File: src/rtl/pose_frame_transform_top_macros.svh
// ----------------------------------------------------------------------------
// pose frame transform assertion macros
// shared concurrent assertion forms used by the rtl files
// ----------------------------------------------------------------------------
`ifndef POSE_FRAME_TRANSFORM_TOP_MACROS_SVH
`define POSE_FRAME_TRANSFORM_TOP_MACROS_SVH

// same-cycle implication, disabled in reset
`define PFT_ASSERT_NOW(label, clk, rst_n, cond, expr, msg) \
    label: assert property (@(posedge clk) disable iff (!rst_n) (cond) |-> (expr)) \
        else $error(msg);

// next-cycle implication, disabled in reset
`define PFT_ASSERT_NEXT(label, clk, rst_n, cond, expr, msg) \
    label: assert property (@(posedge clk) disable iff (!rst_n) (cond) |=> (expr)) \
        else $error(msg);

`endif

File: src/rtl/pft_pkg.sv
// ----------------------------------------------------------------------------
// pft_pkg
// types, constants and fixed point helpers of the pose frame transform
// ----------------------------------------------------------------------------
`timescale 1ns / 1ps

package pft_pkg;

    localparam int WORD_W  = 32;
    localparam int QFRAC   = WORD_W - 2;
    localparam int PROD_W  = WORD_W + 2;
    localparam int SUM_W   = WORD_W + 6;
    localparam int NUM_REGS = 7;
    localparam int ADDR_W  = 5;
    localparam int NORM_W  = WORD_W + 3;
    localparam int DVD_W   = WORD_W + QFRAC;
    localparam int CNT_W   = 6;

    typedef logic signed [WORD_W-1:0] word_t;
    typedef logic signed [PROD_W-1:0] prod_t;
    typedef logic signed [SUM_W-1:0]  sum_t;

    typedef enum logic [2:0] {
        REG_POS_X  = 3'd0,
        REG_POS_Y  = 3'd1,
        REG_POS_Z  = 3'd2,
        REG_QUAT_X = 3'd3,
        REG_QUAT_Y = 3'd4,
        REG_QUAT_Z = 3'd5,
        REG_QUAT_W = 3'd6
    } reg_idx_t;

    localparam word_t QUAT_ONE = word_t'(64'sd1 <<< QFRAC);
    localparam sum_t  SAT_HI   = sum_t'(64'sd2147483647);
    localparam sum_t  SAT_LO   = sum_t'(-64'sd2147483648);

    typedef struct packed {
        word_t pos_x;
        word_t pos_y;
        word_t pos_z;
        word_t quat_x;
        word_t quat_y;
        word_t quat_z;
        word_t quat_w;
    } ref_t;

    typedef struct packed {
        logic  busy;
        logic  ovf;
        word_t x;
        word_t y;
        word_t z;
        word_t w;
    } inv_t;

    // product rounded to nearest, ties toward +inf
    function automatic prod_t rmul(input word_t a, input word_t b);
        logic signed [2*WORD_W-1:0] p;
        logic signed [2*WORD_W-1:0] s;
        p = a * b;
        s = p + (64'sd1 <<< (QFRAC - 1));
        return prod_t'(s[2*WORD_W-1:QFRAC]);
    endfunction

    function automatic word_t sat_word(input sum_t v);
        if (v > SAT_HI)
            return word_t'(SAT_HI[WORD_W-1:0]);
        else if (v < SAT_LO)
            return word_t'(SAT_LO[WORD_W-1:0]);
        return word_t'(v[WORD_W-1:0]);
    endfunction

    function automatic logic sat_hit(input sum_t v);
        return (v > SAT_HI) || (v < SAT_LO);
    endfunction

    function automatic sum_t ext(input prod_t p);
        return sum_t'(p);
    endfunction

endpackage

File: src/rtl/pft_inv.sv
// ----------------------------------------------------------------------------
// pft_inv
// reference quaternion inverse: squared norm, then serial restoring divides
// ----------------------------------------------------------------------------
`timescale 1ns / 1ps
`include "pose_frame_transform_top_macros.svh"

module pft_inv (
    input  logic          clk,
    input  logic          rst_n,
    input  logic          start,
    input  pft_pkg::ref_t ref_pose,
    output pft_pkg::inv_t inv
);
    import pft_pkg::*;

    typedef enum logic [2:0] {ST_IDLE, ST_NORM, ST_LOAD, ST_DIV, ST_STORE} state_t;

    state_t                state_reg, state_next;
    logic [1:0]            idx_reg, idx_next;
    logic [CNT_W-1:0]      cnt_reg, cnt_next;
    logic [NORM_W-1:0]     n_reg, n_next;
    logic [NORM_W-1:0]     rem_reg, rem_next;
    logic [DVD_W-1:0]      dvd_reg, dvd_next;
    logic                  neg_reg, neg_next;
    logic                  ovf_reg, ovf_next;
    word_t                 q_reg[4];
    word_t                 q_next[4];

    word_t                 qsel;
    logic signed [2*WORD_W-1:0] sq;
    logic [2*WORD_W-1:0]   sq_rnd;
    logic signed [WORD_W:0] comp;
    logic [WORD_W-1:0]     mag;
    logic [NORM_W:0]       rem_sh;
    logic [DVD_W-1:0]      r;
    logic                  r_big;
    word_t                 r_word;

    always_comb
    begin
        unique case (idx_reg)
            2'd0: qsel = ref_pose.quat_x;
            2'd1: qsel = ref_pose.quat_y;
            2'd2: qsel = ref_pose.quat_z;
            default: qsel = ref_pose.quat_w;
        endcase
    end

    always_comb
    begin
        state_next = state_reg;
        idx_next   = idx_reg;
        cnt_next   = cnt_reg;
        n_next     = n_reg;
        rem_next   = rem_reg;
        dvd_next   = dvd_reg;
        neg_next   = neg_reg;
        ovf_next   = ovf_reg;
        for (int i = 0; i < 4; i++)
        begin
            q_next[i] = q_reg[i];
        end

        sq     = qsel * qsel;
        sq_rnd = (64'(sq) + (64'd1 << (QFRAC - 1))) >> QFRAC;
        comp   = (idx_reg == 2'd3) ? {qsel[WORD_W-1], qsel} : -{qsel[WORD_W-1], qsel};
        mag    = comp[WORD_W] ? WORD_W'(-comp) : comp[WORD_W-1:0];
        rem_sh = {rem_reg, dvd_reg[DVD_W-1]};
        r      = dvd_reg;
        if (neg_reg)
        begin
            r_big  = r > DVD_W'(64'd2147483648);
            r_word = r_big ? word_t'(SAT_LO[WORD_W-1:0]) : word_t'(-r[WORD_W-1:0]);
        end
        else
        begin
            r_big  = r > DVD_W'(64'd2147483647);
            r_word = r_big ? word_t'(SAT_HI[WORD_W-1:0]) : word_t'(r[WORD_W-1:0]);
        end

        priority if (start)
        begin
            state_next = ST_NORM;
            idx_next   = 2'd0;
            n_next     = '0;
        end
        else
        begin
            unique case (state_reg)
                ST_IDLE: ;
                ST_NORM:
                begin
                    n_next   = n_reg + NORM_W'(sq_rnd);
                    idx_next = idx_reg + 2'd1;
                    if (idx_reg == 2'd3)
                    begin
                        ovf_next = 1'b0;
                        if (n_next == '0)
                        begin
                            // zero norm: inverse is all zero and flagged
                            ovf_next   = 1'b1;
                            state_next = ST_IDLE;
                            for (int i = 0; i < 4; i++)
                            begin
                                q_next[i] = '0;
                            end
                        end
                        else
                        begin
                            state_next = ST_LOAD;
                        end
                    end
                end
                ST_LOAD:
                begin
                    neg_next   = comp[WORD_W];
                    dvd_next   = (DVD_W'(mag) << QFRAC) + DVD_W'(n_reg >> 1);
                    rem_next   = '0;
                    cnt_next   = '0;
                    state_next = ST_DIV;
                end
                ST_DIV:
                begin
                    if (rem_sh >= {1'b0, n_reg})
                    begin
                        rem_next = NORM_W'(rem_sh - {1'b0, n_reg});
                        dvd_next = {dvd_reg[DVD_W-2:0], 1'b1};
                    end
                    else
                    begin
                        rem_next = rem_sh[NORM_W-1:0];
                        dvd_next = {dvd_reg[DVD_W-2:0], 1'b0};
                    end
                    cnt_next = cnt_reg + 1'b1;
                    if (cnt_reg == CNT_W'(DVD_W - 1))
                    begin
                        state_next = ST_STORE;
                    end
                end
                ST_STORE:
                begin
                    q_next[idx_reg] = r_word;
                    ovf_next        = ovf_reg | r_big;
                    idx_next        = idx_reg + 2'd1;
                    state_next      = (idx_reg == 2'd3) ? ST_IDLE : ST_LOAD;
                end
                default: state_next = ST_IDLE;
            endcase
        end
    end

    always_ff @(posedge clk or negedge rst_n)
    begin
        if (!rst_n)
        begin
            state_reg <= ST_IDLE;
            idx_reg   <= '0;
            cnt_reg   <= '0;
            n_reg     <= '0;
            ovf_reg   <= 1'b0;
            q_reg[0]  <= '0;
            q_reg[1]  <= '0;
            q_reg[2]  <= '0;
            q_reg[3]  <= QUAT_ONE;
        end
        else
        begin
            state_reg <= state_next;
            idx_reg   <= idx_next;
            cnt_reg   <= cnt_next;
            n_reg     <= n_next;
            ovf_reg   <= ovf_next;
            for (int i = 0; i < 4; i++)
            begin
                q_reg[i] <= q_next[i];
            end
        end
    end

    always_ff @(posedge clk)
    begin
        rem_reg <= rem_next;
        dvd_reg <= dvd_next;
        neg_reg <= neg_next;
    end

    assign inv.busy = (state_reg != ST_IDLE);
    assign inv.ovf  = ovf_reg;
    assign inv.x    = q_reg[0];
    assign inv.y    = q_reg[1];
    assign inv.z    = q_reg[2];
    assign inv.w    = q_reg[3];

    `PFT_ASSERT_NEXT(a_start_norm, clk, rst_n, start, state_reg == ST_NORM, "start did not begin norm")
    `PFT_ASSERT_NEXT(a_zero_norm, clk, rst_n, !start && state_reg == ST_NORM && idx_reg == 2'd3 && n_next == '0, ovf_reg && q_reg[3] == '0 && state_reg == ST_IDLE, "zero norm not flagged")

endmodule

File: config.mk
export PLATFORM = sky130hd
export DESIGN_NAME = pft_inv
export DESIGN_NICKNAME = d
export VERILOG_FILES = /design/src/rtl/pft_pkg.sv /design/src/rtl/pft_inv.sv
export VERILOG_INCLUDE_DIRS = /design/src /design/src/rtl
export SDC_FILE = /design/constraint.sdc
export NUM_CORES = 2
export LEC_CHECK = 0
export BUFFER_PORTS_ARGS = -buffer_cell sky130_fd_sc_hd__buf_2
export CORE_ASPECT_RATIO = 2
export CORE_UTILIZATION = 58
export CTS_BUF_LIST = sky130_fd_sc_hd__clkbuf_4 sky130_fd_sc_hd__clkbuf_8
export DETAILED_ROUTE_END_ITERATION = 16
export PLACE_DENSITY = 0.84
export SYNTH_ARGS = -nofsm -noshare
export SYNTH_HDL_FRONTEND = slang
export SYNTH_SLANG_ARGS = --single-unit
export TNS_END_PERCENT = 20
File: constraint.sdc
create_clock -name clk -period 13.5 [get_ports clk]
set_clock_uncertainty 0.05 [all_clocks]
set_input_delay 0.675 -clock clk [delete_from_list [all_inputs] [get_ports clk]]
set_output_delay 0.675 -clock clk [all_outputs]
set_load 0.05 [all_outputs]
==> flow_summary_export.csv <==
group,metric,value,unit
hold_path,min_path_type,"reg2reg",
timing,slew_headroom,0.202,
synthesis,synth_seq_area_share,0.147,
synthesis,synth_fa_ha_area_frac,0.471,
timing,period_share,0.996,
hold_path,min-delay-start,"inv[30]",
synthesis,netlist_area,0.0500,mm²
floorplan,dieHeight,417,µm
global_route,grt_max_degree,90,
final_layout,stdcell_count,6991,
drt,dr.pass1.iters,8,
placed_design,port_buffers,260,
outcome,status,"finished clean",
drt,wl,183000,µm
worst_setup_path,crit_fanout,9,
placed_design,dpl.hpwl,148000,µm
floorplan,start_util,0.588,
clocking,worstSkewPairLatency,0.61,ns
worst_setup_path,arrival,13.85,ns
synthesis,synth_top_family_by_area,"adder cells",
final_layout,synthToLayoutAreaGrowth,13.4,%
worst_setup_path,cp-startpoint,"idx_reg[0]",
floorplan,die_x,210,µm
synthesis,synth_most_common_cell,"inv_1",
clocking,cts_buffer_depth,3,
timing,slew_viol_final,0,
drt,vias,43600,
synthesis,avgSynthCellArea,9.27,µm²
synthesis,synth_seq_cells,273,
synthesis,muxShareOfSynthArea,0.00801,
worst_setup_path,cp-start-kind,"flop",
timing,fmax,0.0744,GHz
drt,post_drt_wl_per_cell,26.1,µm
drt,drc_errors,0,
timing,hold_violations,0,
drt,vias_per_cell,6.24,
worst_setup_path,endpoint_kind,"flop",
global_route,grt_pass1_wl,272000,µm
job,maxCapViolCount,0,
global_route,grt_pass1_vias,47800,
worst_setup_path,crit_top_cell,"buf_4",
synthesis,synth_xor_area_frac,0.0298,
worst_setup_path,r2r_start,"idx_reg[0]",
synthesis,synth_top_area_cell,"fa_1",
placed_design,place_inst,6894,
synthesis,synth_edf_count,98,
synthesis,synth_fp_nets,6886,
worst_setup_path,required,13.90,ns
timing,worstMarginPinSlew,1.20,ns
final_layout,drive_above_1_share,0.155,
synthesis,synth-simple-area-share,0.140,
final_layout,nets,7379,
synthesis,synth_compound_area_frac,0.108,
synthesis,synth_flop_cell,"dfrtp_1",
timing,setup_viol,0,
timing,period_minus_slack,13.45,ns
floorplan,die_area,0.0874,mm²
drt,ant_nets,0,
synthesis,synth.distinct_cells,98,
synthesis,async_flop_share,0.641,
placed_design,globalplace.congestion,1.09,
timing,setup_ws,0.0502,ns
clocking,clk_pin_slew,0.09,ns
floorplan,io_pins,357,
drt,drt-initial-drc-count,4280,
worst_setup_path,reg2reg_slack,0.05,ns
placed_design,pre_cts_ws,-0.159,ns
synthesis,ys_top_cells_by_area,"fa_1 (41%), dfrtp_1 (8.7%), inv_1 (7.8%), ha_1 (6.4%), edfxtp_1 (5.9%)",
synthesis,yosys.area.top_type_share,0.407,
worst_setup_path,slowest_delay,0.99,ns
global_route,grt_remaining_overflow,0,
clocking,numCtsBuffers,34,
global_route,grt_antenna_before_repair,16,
worst_setup_path,cpMaxStageDelayCell,"a222oi_1",
synthesis,syn_inst,5388,
synthesis,ys_warn_count,0,
floorplan,core_area,0.0850,mm²
final_layout,largest_reg_flops,128,
floorplan,num_rows,151,
clocking,cts_root_buf,"clkbuf_8",
clocking,tritoncts,"built",
clocking,h-tree-depth,2,
clocking,clock_sinks,273,
global_route,grt_usage,0.426,
worst_setup_path,path_class,"reg2reg",
synthesis,synth_common_cells,"inv_1 (1037), fa_1 (1016), nand2_1 (656)",
cells by family (layout without fill, tap and decap cells):
kind of cell             Yosys count  in the layout
flip-flops                       273            273
buffers and inverters           1280           1797
AO/OA/AOI/OAI                    775            775
other                              0             15
multiplexers                      40             40
AND/OR/NAND/NOR                 1579           1579
adder cells (fa/ha/maj)         1271           1271
XOR/XNOR                         170            170
metal layers:
metal,up-vias,share of wire,track usage
li1,18200,-,-
met1,21400,0.28,0.390
met2,2722,0.48,0.719
met3,1330,0.092,0.108
met4,4,0.15,0.488
met5,-,0.00014,0
critical path: cells and delay by family (launching register included):
kind,cells,cell delay [ns]
flip-flops,1,0.42
buffers and inverters,15,2.39
adder cells (fa/ha/maj),11,5.09
XOR/XNOR,2,0.29
AO/OA/AOI/OAI,11,2.89
AND/OR/NAND/NOR,11,2.15
metrics by stage:
| stage | area [µm²] | hold slack, ns | TNS, ns | utilization |
|---|---|---|---|---|
| floorplan | 50000 | 0.329 | 0 | - |
| global placement | 55100 | 0.415 | -2.96 | 0.648 |
| detailed placement | 55100 | 0.422 | -16.16 | 0.648 |
| CTS | 55900 | 0.413 | 0 | 0.658 |
| global route | 56700 | 0.455 | -25.67 | 0.666 |
| finish | 56700 | 0.438 | 0 | 0.667 |
path summary, 6_finish.rpt:
path,to,cells after the start
max,inv[90],50
min,inv[30],2
max reg2reg,inv[90],50
min reg2reg,inv[30],2
max in group asynchronous,idx_reg[1],3
min in group asynchronous,inv[77],2
final cells by class:
| cell class | instances | area (µm²) |
|---|---|---|
| Multi-Input combinational cell | 3835 | 38400 |
| Antenna cell | 15 | 37.5 |
| Inverter | 1048 | 3950 |
| Clock inverter | 13 | 154 |
| Tap cell | 1071 | 1340 |
| Sequential cell | 273 | 7320 |
| Clock buffer | 47 | 603 |
| Timing Repair Buffer | 689 | 4840 |
| Fill cell | 6707 | 28300 |
cell usage in the layout (no fill, tap or decap), types with 18 or more instances in the layout:
| cell type | n |
|---|---|
| nand2b_1 | 41 |
| mux2i_1 | 40 |
| nand3_1 | 167 |
| nor2b_1 | 33 |
| a21oi_1 | 139 |
| nor3_1 | 54 |
| fa_1 | 1005 |
| buf_4 | 397 |
| nand2_1 | 650 |
| dfrtp_1 | 173 |
| ha_1 | 244 |
| xor2_1 | 45 |
| and3_1 | 21 |
| a21o_1 | 54 |
| o31ai_1 | 18 |
| buf_12 | 19 |
| and2_1 | 21 |
| nand4_1 | 26 |
| edfxtp_1 | 98 |
| nor2_1 | 417 |
| o21a_1 | 21 |
| inv_1 | 1024 |
| a22oi_1 | 120 |
| clkbuf_8 | 40 |
| buf_2 | 259 |
| xnor2_1 | 120 |
| a222oi_1 | 26 |
| nor4_1 | 25 |
| a31oi_1 | 20 |
| or3_1 | 28 |
| o21ai_0 | 139 |
timing repair:
action | 4_1_cts | 5_1_grt
gates cloned | 0 | 2
pin swaps | 0 | 44
buffers inserted | 0 | 19
setup endpoints to repair | 124 | 136
gates resized for setup | 8 | 121
hold buffers | 1 | 0
endpoints found under the hold margin | 48 | 0
Power is not shown: default switching activity piles up to over one toggle a cycle in this logic, so the estimate is an artifact.
